===== config.mk =====
export PLATFORM = sky130hd
export DESIGN_NAME = page_replacement_manager_top
export DESIGN_NICKNAME = d
export VERILOG_FILES = /design/src/rtl/core/prm_pkg.sv /design/src/rtl/core/prm_dp.sv /design/src/rtl/core/prm_ctrl.sv /design/src/rtl/core/page_replacement_manager_top.sv
export SDC_FILE = /design/constraint.sdc
export NUM_CORES = 2
export LEC_CHECK = 0
export BUFFER_PORTS_ARGS = -buffer_cell sky130_fd_sc_hd__buf_2
export CAP_MARGIN = 20
export CORE_MARGIN = 5
export CORE_UTILIZATION = 35
export DETAILED_ROUTE_END_ITERATION = 6
export PLACE_DENSITY = 0.53
export SKIP_CTS_REPAIR_TIMING = 1
export SYNTH_ARGS = -nofsm -noshare
export SYNTH_HDL_FRONTEND = slang
export SYNTH_SLANG_ARGS = --single-unit

===== constraint.sdc =====
create_clock -name clk -period 19.5 [get_ports clk]
set_input_delay 3.9 -clock clk [delete_from_list [all_inputs] [get_ports clk]]
set_output_delay 3.9 -clock clk [all_outputs]
set_load 0.02 [all_outputs]

===== src/rtl/core/prm_pkg.sv =====
`default_nettype none

package prm_pkg;

  // Sizes of the page space, the frame pool and the swap area.
  localparam int NUM_PAGES  = 256;
  localparam int NUM_FRAMES = 16;
  localparam int NUM_SLOTS  = 64;

  localparam int PAGE_W  = $clog2(NUM_PAGES);
  localparam int FRAME_W = $clog2(NUM_FRAMES);
  localparam int SLOT_W  = $clog2(NUM_SLOTS);
  localparam int IDX_W   = (FRAME_W > SLOT_W) ? FRAME_W : SLOT_W;
  localparam int CNT_W   = $clog2(NUM_FRAMES + 1);
  localparam int KIND_W  = 2;
  localparam int STATUS_W = 3;

  // Request kinds.
  localparam logic [KIND_W-1:0] KIND_ACCESS = 2'd0;
  localparam logic [KIND_W-1:0] KIND_MAP    = 2'd1;
  localparam logic [KIND_W-1:0] KIND_UNMAP  = 2'd2;

  // Result status codes.
  localparam logic [STATUS_W-1:0] ST_HIT        = 3'd0;
  localparam logic [STATUS_W-1:0] ST_FAULT_FREE = 3'd1;
  localparam logic [STATUS_W-1:0] ST_FAULT_REPL = 3'd2;
  localparam logic [STATUS_W-1:0] ST_MAP_FRAME  = 3'd3;
  localparam logic [STATUS_W-1:0] ST_MAP_SWAP   = 3'd4;
  localparam logic [STATUS_W-1:0] ST_FULL       = 3'd5;
  localparam logic [STATUS_W-1:0] ST_RELEASED   = 3'd6;
  localparam logic [STATUS_W-1:0] ST_ERROR      = 3'd7;

  // Commands from the controller to the datapath.
  typedef struct packed {
    logic accept;
    logic decide;
    logic walk_step;
    logic push;
    logic victim_write;
    logic emit;
  } prm_cmd_t;

  // Status from the datapath back to the controller.
  typedef struct packed {
    logic need_walk;
    logic need_push;
    logic need_victim;
    logic walk_done;
  } prm_stat_t;

endpackage

`default_nettype wire


===== src/rtl/core/prm_dp.sv =====
`default_nettype none

module prm_dp (
  input  logic                           clk,
  input  logic                           rst,
  input  prm_pkg::prm_cmd_t              cmd,
  output prm_pkg::prm_stat_t             stat,
  input  logic                           cfg_write,
  input  logic                           cfg_policy_lru,
  input  logic [prm_pkg::KIND_W-1:0]     in_kind,
  input  logic [prm_pkg::PAGE_W-1:0]     in_page,
  output logic [prm_pkg::STATUS_W-1:0]   out_status,
  output logic [prm_pkg::FRAME_W-1:0]    out_frame,
  output logic                           out_victim_valid,
  output logic [prm_pkg::PAGE_W-1:0]     out_victim_page,
  output logic [prm_pkg::SLOT_W-1:0]     out_victim_slot
);
  import prm_pkg::*;

  logic                  policy_lru;
  logic [KIND_W-1:0]     kind_q;
  logic [PAGE_W-1:0]     page_q;

  // Page table: mapped bits in flops, resident bit and index in memory.
  logic [NUM_PAGES-1:0]  mapped;
  logic [IDX_W:0]        pt_mem [NUM_PAGES];
  logic [IDX_W:0]        pt_rd;
  logic                  mapped_q;

  logic [PAGE_W-1:0]     owner [NUM_FRAMES];
  logic [NUM_FRAMES-1:0] free_frames;
  logic [NUM_SLOTS-1:0]  free_slots;
  logic [FRAME_W-1:0]    age [NUM_FRAMES];
  logic [CNT_W-1:0]      order_count;

  logic [CNT_W-1:0]      wi;
  logic [CNT_W-1:0]      wj;
  logic [FRAME_W-1:0]    rm_frame;
  logic [FRAME_W-1:0]    push_frame;
  logic                  need_walk;
  logic                  need_push;
  logic                  need_victim;
  logic [PAGE_W-1:0]     victim_q;
  logic [IDX_W-1:0]      victim_idx_q;

  logic [STATUS_W-1:0]   res_status;
  logic [FRAME_W-1:0]    res_frame;
  logic                  res_vv;
  logic [PAGE_W-1:0]     res_vp;
  logic [SLOT_W-1:0]     res_vs;

  logic                  ff_found;
  logic [FRAME_W-1:0]    ff_idx;
  logic                  fs_found;
  logic [SLOT_W-1:0]     fs_idx;

  logic                  resident;
  logic [IDX_W-1:0]      idx;
  logic [FRAME_W-1:0]    vf;
  logic [PAGE_W-1:0]     victim;

  logic [STATUS_W-1:0]   d_status;
  logic [FRAME_W-1:0]    d_frame;
  logic                  d_vv;
  logic                  d_alloc_frame;
  logic                  d_alloc_slot;
  logic                  d_free_frame;
  logic                  d_free_slot;
  logic                  d_owner_write;
  logic [FRAME_W-1:0]    d_owner_frame;
  logic                  d_pt_write;
  logic [IDX_W:0]        d_pt_data;
  logic                  d_map_clr;
  logic                  d_walk;
  logic [FRAME_W-1:0]    d_rm_frame;
  logic                  d_push;
  logic [FRAME_W-1:0]    d_push_frame;
  logic                  d_victim;

  logic                  pt_we;
  logic [PAGE_W-1:0]     pt_wa;
  logic [IDX_W:0]        pt_wd;
  logic                  walk_done;
  logic                  walk_keep;

  // Lowest free frame and lowest free slot.
  always_comb begin
    ff_found = |free_frames;
    ff_idx   = '0;
    for (int i = NUM_FRAMES - 1; i >= 0; i--) begin
      if (free_frames[i]) ff_idx = FRAME_W'(i);
    end
  end

  always_comb begin
    fs_found = |free_slots;
    fs_idx   = '0;
    for (int i = NUM_SLOTS - 1; i >= 0; i--) begin
      if (free_slots[i]) fs_idx = SLOT_W'(i);
    end
  end

  assign resident = pt_rd[IDX_W];
  assign idx      = pt_rd[IDX_W-1:0];
  assign vf       = age[0];
  assign victim   = owner[vf];

  // Decision for the current request from its table entry.
  always_comb begin
    d_status      = ST_ERROR;
    d_frame       = '0;
    d_vv          = 1'b0;
    d_alloc_frame = 1'b0;
    d_alloc_slot  = 1'b0;
    d_free_frame  = 1'b0;
    d_free_slot   = 1'b0;
    d_owner_write = 1'b0;
    d_owner_frame = ff_idx;
    d_pt_write    = 1'b0;
    d_pt_data     = {1'b1, IDX_W'(ff_idx)};
    d_map_clr     = 1'b0;
    d_walk        = 1'b0;
    d_rm_frame    = idx[FRAME_W-1:0];
    d_push        = 1'b0;
    d_push_frame  = ff_idx;
    d_victim      = 1'b0;
    case (kind_q)
      KIND_MAP: begin
        if (!mapped_q) begin
          if (ff_found) begin
            d_status      = ST_MAP_FRAME;
            d_frame       = ff_idx;
            d_alloc_frame = 1'b1;
            d_owner_write = 1'b1;
            d_push        = 1'b1;
            d_pt_write    = 1'b1;
          end else if (fs_found) begin
            d_status     = ST_MAP_SWAP;
            d_alloc_slot = 1'b1;
            d_pt_write   = 1'b1;
            d_pt_data    = {1'b0, IDX_W'(fs_idx)};
          end else begin
            d_status = ST_FULL;
          end
        end
      end
      KIND_UNMAP: begin
        if (mapped_q) begin
          d_status  = ST_RELEASED;
          d_map_clr = 1'b1;
          if (resident) begin
            d_free_frame = 1'b1;
            d_walk       = 1'b1;
          end else begin
            d_free_slot = 1'b1;
          end
        end
      end
      KIND_ACCESS: begin
        if (mapped_q) begin
          if (resident) begin
            d_status     = ST_HIT;
            d_frame      = idx[FRAME_W-1:0];
            d_walk       = policy_lru;
            d_push       = policy_lru;
            d_push_frame = idx[FRAME_W-1:0];
          end else if (ff_found) begin
            d_status      = ST_FAULT_FREE;
            d_frame       = ff_idx;
            d_alloc_frame = 1'b1;
            d_free_slot   = 1'b1;
            d_owner_write = 1'b1;
            d_push        = 1'b1;
            d_pt_write    = 1'b1;
          end else if (order_count != '0) begin
            d_status      = ST_FAULT_REPL;
            d_frame       = vf;
            d_vv          = 1'b1;
            d_walk        = 1'b1;
            d_rm_frame    = vf;
            d_push        = 1'b1;
            d_push_frame  = vf;
            d_victim      = 1'b1;
            d_owner_write = 1'b1;
            d_owner_frame = vf;
            d_pt_write    = 1'b1;
            d_pt_data     = {1'b1, IDX_W'(vf)};
          end
        end
      end
      default: d_status = ST_ERROR;
    endcase
  end

  // Page table memory: one write port, registered read at accept.
  assign pt_we = (cmd.decide && d_pt_write) || cmd.victim_write;
  assign pt_wa = cmd.victim_write ? victim_q : page_q;
  assign pt_wd = cmd.victim_write ? {1'b0, victim_idx_q} : d_pt_data;

  always_ff @(posedge clk) begin
    if (pt_we) pt_mem[pt_wa] <= pt_wd;
    if (cmd.accept) pt_rd <= pt_mem[in_page];
  end

  // Request capture and decision payload.
  always_ff @(posedge clk) begin
    if (cmd.accept) begin
      kind_q   <= in_kind;
      page_q   <= in_page;
      mapped_q <= mapped[in_page];
    end
    if (cmd.decide) begin
      res_status   <= d_status;
      res_frame    <= d_frame;
      res_vv       <= d_vv;
      res_vp       <= d_vv ? victim : '0;
      res_vs       <= d_vv ? idx[SLOT_W-1:0] : '0;
      rm_frame     <= d_rm_frame;
      push_frame   <= d_push_frame;
      victim_q     <= victim;
      victim_idx_q <= idx;
      if (d_owner_write) owner[d_owner_frame] <= page_q;
    end
    if (cmd.emit) begin
      out_status       <= res_status;
      out_frame        <= res_frame;
      out_victim_valid <= res_vv;
      out_victim_page  <= res_vp;
      out_victim_slot  <= res_vs;
    end
  end

  // Allocation state, policy and mapped bits.
  always_ff @(posedge clk) begin
    if (rst) begin
      policy_lru  <= 1'b0;
      mapped      <= '0;
      free_frames <= '1;
      free_slots  <= '1;
      need_walk   <= 1'b0;
      need_push   <= 1'b0;
      need_victim <= 1'b0;
    end else begin
      if (cfg_write) policy_lru <= cfg_policy_lru;
      if (cmd.decide) begin
        need_walk   <= d_walk;
        need_push   <= d_push;
        need_victim <= d_victim;
        if (d_pt_write) mapped[page_q] <= 1'b1;
        if (d_map_clr) mapped[page_q] <= 1'b0;
        if (d_alloc_frame) free_frames[ff_idx] <= 1'b0;
        if (d_free_frame) free_frames[idx[FRAME_W-1:0]] <= 1'b1;
        if (d_alloc_slot) free_slots[fs_idx] <= 1'b0;
        if (d_free_slot) free_slots[idx[SLOT_W-1:0]] <= 1'b1;
      end
    end
  end

  // Age order: compaction walk removes one frame, push appends at the young end.
  assign walk_done = (wi == order_count);
  assign walk_keep = (age[wi[FRAME_W-1:0]] != rm_frame);

  always_ff @(posedge clk) begin
    if (cmd.walk_step && !walk_done && walk_keep) begin
      age[wj[FRAME_W-1:0]] <= age[wi[FRAME_W-1:0]];
    end
    if (cmd.push && order_count < CNT_W'(NUM_FRAMES)) begin
      age[order_count[FRAME_W-1:0]] <= push_frame;
    end
  end

  always_ff @(posedge clk) begin
    if (rst) begin
      order_count <= '0;
      wi          <= '0;
      wj          <= '0;
    end else begin
      if (cmd.decide) begin
        wi <= '0;
        wj <= '0;
      end
      if (cmd.walk_step) begin
        if (walk_done) begin
          order_count <= wj;
        end else begin
          wi <= wi + 1'b1;
          if (walk_keep) wj <= wj + 1'b1;
        end
      end
      if (cmd.push && order_count < CNT_W'(NUM_FRAMES)) begin
        order_count <= order_count + 1'b1;
      end
    end
  end

  assign stat.need_walk   = need_walk;
  assign stat.need_push   = need_push;
  assign stat.need_victim = need_victim;
  assign stat.walk_done   = walk_done;

  // Every frame is either free or in the age order once a request completes.
  a_frames_accounted: assert property (@(posedge clk) disable iff (rst)
    cmd.emit |-> ($countones(free_frames) + int'(order_count) == NUM_FRAMES))
    else $error("frame bookkeeping out of balance");

  a_order_bounded: assert property (@(posedge clk) disable iff (rst)
    order_count <= CNT_W'(NUM_FRAMES))
    else $error("age order overflow");

  a_walk_pointers: assert property (@(posedge clk) disable iff (rst)
    (wj <= wi) && (wi <= order_count || !cmd.walk_step))
    else $error("compaction pointers out of order");

endmodule

`default_nettype wire


===== src/rtl/core/prm_ctrl.sv =====
`default_nettype none

module prm_ctrl (
  input  logic               clk,
  input  logic               rst,
  input  logic               in_valid,
  output logic               in_stall,
  output logic               out_valid,
  input  logic               out_stall,
  output prm_pkg::prm_cmd_t  cmd,
  input  prm_pkg::prm_stat_t stat
);
  import prm_pkg::*;

  localparam logic [2:0] S_IDLE = 3'd0;
  localparam logic [2:0] S_LOOK = 3'd1;
  localparam logic [2:0] S_WALK = 3'd2;
  localparam logic [2:0] S_PUSH = 3'd3;
  localparam logic [2:0] S_VICT = 3'd4;
  localparam logic [2:0] S_DONE = 3'd5;

  logic [2:0] state;
  logic [2:0] state_next;

  assign in_stall = (state != S_IDLE);

  // Commands for the datapath.
  always_comb begin
    cmd              = '0;
    cmd.accept       = (state == S_IDLE) && in_valid;
    cmd.decide       = (state == S_LOOK);
    cmd.walk_step    = (state == S_WALK) && stat.need_walk;
    cmd.push         = (state == S_PUSH) && stat.need_push;
    cmd.victim_write = (state == S_VICT) && stat.need_victim;
    cmd.emit         = (state == S_DONE) && (!out_valid || !out_stall);
  end

  // Sequencing of one request.
  always_comb begin
    state_next = state;
    unique case (state)
      S_IDLE: if (in_valid) state_next = S_LOOK;
      S_LOOK: state_next = S_WALK;
      S_WALK: if (!stat.need_walk || stat.walk_done) state_next = S_PUSH;
      S_PUSH: state_next = S_VICT;
      S_VICT: state_next = S_DONE;
      S_DONE: if (cmd.emit) state_next = S_IDLE;
      default: state_next = S_IDLE;
    endcase
  end

  always_ff @(posedge clk) begin
    if (rst) begin
      state     <= S_IDLE;
      out_valid <= 1'b0;
    end else begin
      state <= state_next;
      if (cmd.emit) begin
        out_valid <= 1'b1;
      end else if (!out_stall) begin
        out_valid <= 1'b0;
      end
    end
  end

  // A request is taken only when the previous one has fully finished.
  a_one_at_a_time: assert property (@(posedge clk) disable iff (rst)
    (in_valid && !in_stall) |=> in_stall)
    else $error("second request accepted while busy");

endmodule

`default_nettype wire


===== src/rtl/core/page_replacement_manager_top.sv =====
`default_nettype none

// Page replacement manager: page table over virtual pages, physical frames and
// swap slots, with FIFO or LRU victim choice.
// Input channel: in_valid/in_stall with kind and virtual_page. A request is taken
// when in_valid is high and in_stall is low; one request is in flight at a time.
// Output channel: out_valid/out_stall with status, frame and victim fields, one
// result per request, held stable while out_stall is high.
// Configuration: cfg_valid/cfg_ready with cfg_policy_lru; cfg_ready is always high.
// A request passes from accept through the LOOK, WALK, PUSH, VICT and DONE states;
// when a frame is removed from the age order, the compaction walk in WALK visits
// one order entry per cycle. A new request is taken only after the last result is
// emitted. The page table memory has one write port, so a replacement updates the
// evicted page's entry in the VICT state, after the decision wrote the new entry.
// A stalled result keeps the block from finishing the next request, but the next
// request is taken as soon as the result has moved into the output register.
// Reset (rst, synchronous) unmaps all pages, frees all frames and slots, empties
// the age order and selects FIFO.

module page_replacement_manager_top (
  input  logic                            clk,
  input  logic                            rst,
  input  logic                            in_valid,
  output logic                            in_stall,
  input  logic [prm_pkg::KIND_W-1:0]      kind,
  input  logic [prm_pkg::PAGE_W-1:0]      virtual_page,
  output logic                            out_valid,
  input  logic                            out_stall,
  output logic [prm_pkg::STATUS_W-1:0]    status,
  output logic [prm_pkg::FRAME_W-1:0]     frame,
  output logic                            victim_valid,
  output logic [prm_pkg::PAGE_W-1:0]      victim_page,
  output logic [prm_pkg::SLOT_W-1:0]      victim_slot,
  input  logic                            cfg_valid,
  output logic                            cfg_ready,
  input  logic                            cfg_policy_lru
);
  import prm_pkg::*;

  prm_cmd_t  cmd;
  prm_stat_t stat;

  assign cfg_ready = 1'b1;

  // Sequencer.
  prm_ctrl u_ctrl (
    .clk       (clk),
    .rst       (rst),
    .in_valid  (in_valid),
    .in_stall  (in_stall),
    .out_valid (out_valid),
    .out_stall (out_stall),
    .cmd       (cmd),
    .stat      (stat)
  );

  // Tables, allocation flags and age order.
  prm_dp u_dp (
    .clk              (clk),
    .rst              (rst),
    .cmd              (cmd),
    .stat             (stat),
    .cfg_write        (cfg_valid && cfg_ready),
    .cfg_policy_lru   (cfg_policy_lru),
    .in_kind          (kind),
    .in_page          (virtual_page),
    .out_status       (status),
    .out_frame        (frame),
    .out_victim_valid (victim_valid),
    .out_victim_page  (victim_page),
    .out_victim_slot  (victim_slot)
  );

endmodule

`default_nettype wire

* Word level (Yosys, flattened, before mapping)
Memory sizes are Yosys's and may differ from the RTL's. A register that Yosys moved wholly into a read port is not among the register bits. Index checks and enable logic that the tools add are counted.
Storage, ports and cells: output and inout port bits 25, bits in registers 436, input bits 16, logic and storage cells 308, RAM bits 1984, memories 3
Operators by class: equal/unequal tests 13, muxes and demuxes 207, bitwise logic cells 9, $lt $le $gt $ge 12, reduce and logical (&&, ||, !) cells 32, add/sub/neg operators 3
Memories:
- u_dp.pt_mem | depth 256, width 7, rd ports 1, clocked after memory_dff 1, wr ports 1, line prm_dp.sv:26 | logic [IDX_W:0] pt_mem [NUM_PAGES];
- u_dp.owner | depth 16, width 8, rd ports 1, clocked after memory_dff 0, wr ports 1, line prm_dp.sv:30 | logic [PAGE_W-1:0] owner [NUM_FRAMES];
- u_dp.age | depth 16, width 4, rd ports 2, clocked after memory_dff 1, wr ports 1, line prm_dp.sv:33 | logic [FRAME_W-1:0] age [NUM_FRAMES];
Operator list (number):
- $mux 256 | 4
- $mux 6 | 64
- $and 256x256->256 | 1
- $mux 64 | 4
- $not 256->256 | 1
- $or 256x256->256 | 1
- $mux 4 | 39
- $and 64x64->64 | 1
- $mux 16 | 4
- $not 64->64 | 1
- $or 64x64->64 | 1
- $reduce_or 64->1 | 1
- $mux 5 | 10
- $mux 1 | 49
- $mux 7 | 7
- $mux 3 | 9
- $lt 8x9->1 const B | 2
- $pmux 3 s6 | 1
- $and 16x16->16 | 1
- $not 16->16 | 1
- $or 16x16->16 | 1
- $reduce_or 16->1 | 1
- $add 5x1->5 const B | 3
- $logic_and 1x1->1 | 14
- other kinds (34) | 55

* Longest topological paths before layout
depth after elaboration 75, gate-level depth with buffers 12, depth with buffers taken out 9

* Hierarchy
Synthesis repeated with hierarchy kept, for this count alone.
Second synthesis, totals: cell total of the unflattened synthesis 5400, area total of the unflattened synthesis 97536.0 sq um
Modules (own cells, without submodules):
- prm_dp | cells each 5368, area each 97297.1 sq um, instances 1
- prm_ctrl | cells each 30, area each 227.7 sq um, instances 1
- page_replacement_manager_top | cells each 2, area each 11.3 sq um, instances 1

* Worst setup path before layout
Ideal clock, no wire load.
kind reg2reg, from register u_ctrl.state[0], to memory u_dp.pt_mem[0][4] (netlist name), data pin, cell stages (with the launch flop) 7, buffers on the path 3, arrival 15.523 ns, period minus slack after synthesis 18.479 ns, library setup time 2.956 ns, slack 1.021 ns, path through dfxtp_1 clkbuf_1 nor2_1 and3_1 clkbuf_1 clkbuf_1 o41ai_1
On the way: longest elaborated chain between the ends 3
RTL lines:
- from (decl) | line prm_ctrl.sv:22 | logic [2:0] state;
- from (signal assigned) | line prm_ctrl.sv:57 | state <= state_next;
- $eq 3x3->1 | line prm_ctrl.sv:34 | cmd.victim_write = (state == S_VICT) && stat.need_victim;
- $logic_and 1x1->1 | line prm_ctrl.sv:34
- $mux 7 | line prm_dp.sv:198 | assign pt_wd = cmd.victim_write ? {1'b0, victim_idx_q} : d_pt_data;
- net u_dp.pt_wd[4] | line prm_dp.sv:82 | logic [IDX_W:0] pt_wd;
- to (decl) | line prm_dp.sv:26
The timed path passes the listed nets, and every way through them passes these cells.

==> results.md <==
- Number of synthesized flops with an enable pin: 2068
- First-pass GRT wire length: 366000 um
- Worst Path Arrival: 9.45 ns
- Cell breakdown of the critical path: buf_8 -> buf_4 -> buf_4 -> buf_4 -> mux4_2 -> mux4_2 -> a22oi_1 -> nand2_1 -> a22oi_1 -> o221ai_1
- Max clock buf depth: 4
- Synthesized instance count: 5297
- Most frequent cells in the layout: 2068 x edfxtp_1, 691 x mux4_2, 378 x nor2_1
- Inst Count DP: 8788
- Min-delay worst type: reg -> reg
- DR iter-0 viols: 5190
- Dpl hpwl: 146000 um
- Final Cell Area: 110000 um^2
- Reg2Reg Depth: 10
- Commonest non-fill, non-tap cell in the layout: edfxtp_1
- Utilization after layout: 39.9%
- Post-layout net count: 5393
- Status: complete, no violations
- Core box area: 276000 um^2
- CTS Buf Count: 275
- Layout cells sized above 1: 23.3%
- Unrepaired setup endpoints after global routing: false
- Count of cell types in the netlist: 81
- Synth async-reset ratio: 0%
- FMAX: 113 MHz
- WHS Path Cells: 0
- Vias in the first global route: 51800
- Reg2reg end: u_dp.pt_mem[4][0]
- Placement-stage cell area: 102000 um^2
- Routed length per instance: 26.9 um
- Fin cells: 9273
- Hold EP: u_dp.out_victim_page[0]
- Initial antenna violation count: 7
- Reg2reg start: u_dp.free_frames[15]
- DRC Markers: 0
- Most used cell, CP: buf_4
- Multi-input gate area: 26300 um^2
- Final ANT Viol Nets: 0
- Worst-Margin Slew: 1.48 ns
- CP Class: in -> reg
- Synth Net Count: 5317
- Worst hold start: u_dp.res_vp[0]
- Crit end category: flop
- Largest net degree at the start of global routing: 256
- Max-Cap Viols: 0
- Initial Utilization: 35.1%
- Worst-case clock skew: 0.0715 ns
- DIE AREA: 288000 um^2
- Post-synth design cell area: 97000 um^2
- Cell row count: 193
- Seq cells post-synth: 2427
- GRT Total Usage: 17.1%
- Setup-failing EPs final: 0
- Register-to-register setup slack: 13.85 ns
- CP Launch Type: input pin
- Hold Violations, Final: 0
- Final TNS setup: 0 ns
- GRT overflow: 0
- Synth area leaders: edfxtp_1 64%, mux4_2 16%, dfxtp_1 7.4%
- Fill cell count: 24800
- Worst Path Required: 20.09 ns
- H-tree Lvls: 5
- Final WL: 250000 um
- Slew HR: 1.50%
- Maximum vdd drop: 0.0000706 V
- Power Density: 98.5 nW/um^2
- CTS root buf: clkbuf_16
- Register Area: 69300 um^2
- PortBufs: 39
- CP peak stage delay: 0.90 ns
- I/O pin count: 41
- CTS tree: yes
- Final Critical Period: 8.86 ns
- P_leak: 33.3 nW
- Sink Count: 2427
- Avg Inst Size Synth: 18.3 um^2
- Clock Pin Slew Worst Setup and Hold Paths: 0.06 ns
- Yosys top cell area share: 64.0%
- Yosys synthesis warning count: 0
- Area grow syn2layout: 13.5%
- Max-slew violations: 0
- TritonRoute pass-1 iters: 6
- Final hold slack: 0.413 ns
- GP Congestion: 0.812
- Skew-Pair Late Insertion Delay: 0.92 ns
- Via Count: 51300
- Area leader, netlist: edfxtp_1
- Largest fanout on the critical path: 70
- Die Span X: 537 um
- Seq/Total Area, Yosys: 71.4%
- Die height: 537 um
- Via density: 5.53
- Slowest CP cell: buf_4
- Final Cycle Share: 45.4%
- Predominant post-synthesis flop cell: edfxtp_1
==> cells by family (layout without fill, tap and decap cells) <==
group | after synthesis | count (layout) | share of synthesized area, %
xor gates and xnor gates | 16 | 16 | 0.144
other | 1 | 5 | 0.00386
and+or+nand+nor | 786 | 786 | 3.94
DFF | 2427 | 2427 | 71.4
muxes | 709 | 709 | 16.2
AOI/OAI and AO/OA | 938 | 938 | 6.46
adders and majority gates | 4 | 4 | 0.0516
buffers and inverters | 416 | 683 | 1.76
==> per-layer routing <==
layer	vias to the layer above	GRT usage (%)	wire, um
li1	22000	-	-
met1	27100	23.8	107000
met2	1720	28.0	121000
met3	412	2.83	15000
met4	2	4.21	5910
met5	-	0	13
==> power breakdown <==
group	leakage [nW]	internal (W)	total, W	switching [W]
Combinational	7.18	0.000104	0.000344	0.000240
Clock	4.11	0.00287	0.00488	0.00201
Sequential	22.0	0.00560	0.00562	0.0000263
Total	33.3	0.00857	0.0108	0.00228
==> sequential cells by signal, indices dropped and copies added, names as in the netlist, 5 cells and up <==
signal and count:
u_dp.order_count 5, u_dp.mapped 256, u_dp.owner 128, u_dp.page_q 8, u_dp.wi 5, u_dp.res_vs 6
u_dp.victim_q 8, u_dp.out_victim_page 8, u_dp.res_vp 8, u_dp.pt_rd 7, u_dp.free_slots 64, u_dp.victim_idx_q 6
u_dp.wj 5, u_dp.out_victim_slot 6, u_dp.age 64, u_dp.free_frames 16, u_dp.pt_mem 1792
==> through the flow <==
step,worst slack [ns],total power [W]
global route,10.10,0.0112
floorplan,1.02,0.00595
detailed placement,9.46,0.00608
CTS,10.42,0.0110
global placement,9.38,0.00607
finish,10.64,0.0108
==> cells in the mapped netlist, drive strengths merged, types with 27 or more instances <==
cell type and n:
a221o 27, nor2 393, nor3 57, edfxtp 2068, nand3 43, a22oi 46, nor4 34, inv 44
dfxtp 359, o21ai 69, clkbuf 253, nand2 150, a221oi 28, mux4 691, a211oi 271, buf 119
a21oi 336
==> critical path, delay by kind of cell <==
kind                   cells  cell delay [ns]
buffers and inverters      4             3.09
multiplexers               2             1.06
AO/OA/AOI/OAI              3             0.97
AND/OR/NAND/NOR            1             0.21
==> worst max-delay path by stage <==
stage	from	endpoint	slack (ns)	cells after the start
6_report	virtual_page[0]	u_dp.pt_rd[5]	10.64	10
5_1_grt	virtual_page[0]	u_dp.pt_rd[4]	10.10	10
4_1_cts	virtual_page[0]	u_dp.pt_rd[5]	10.42	10
3_5_place_dp	virtual_page[0]	u_dp.pt_rd[5]	9.46	10
3_3_place_gp	virtual_page[0]	u_dp.pt_rd[5]	9.38	10
2_1_floorplan	u_ctrl.state[0]	u_dp.pt_mem[0][4]	1.02	6
==> final cells by class <==
type                       count  area share [%]
clock buffer                 336            6.59
sequential                  2427            62.9
clock inverter               132           0.990
inverter                      44           0.150
timing repair buffer         171            1.30
tap                         3705            4.21
antenna                        4         0.00909
multi-input combinational   2454            23.8
Power figures use the tool's default switching activity.
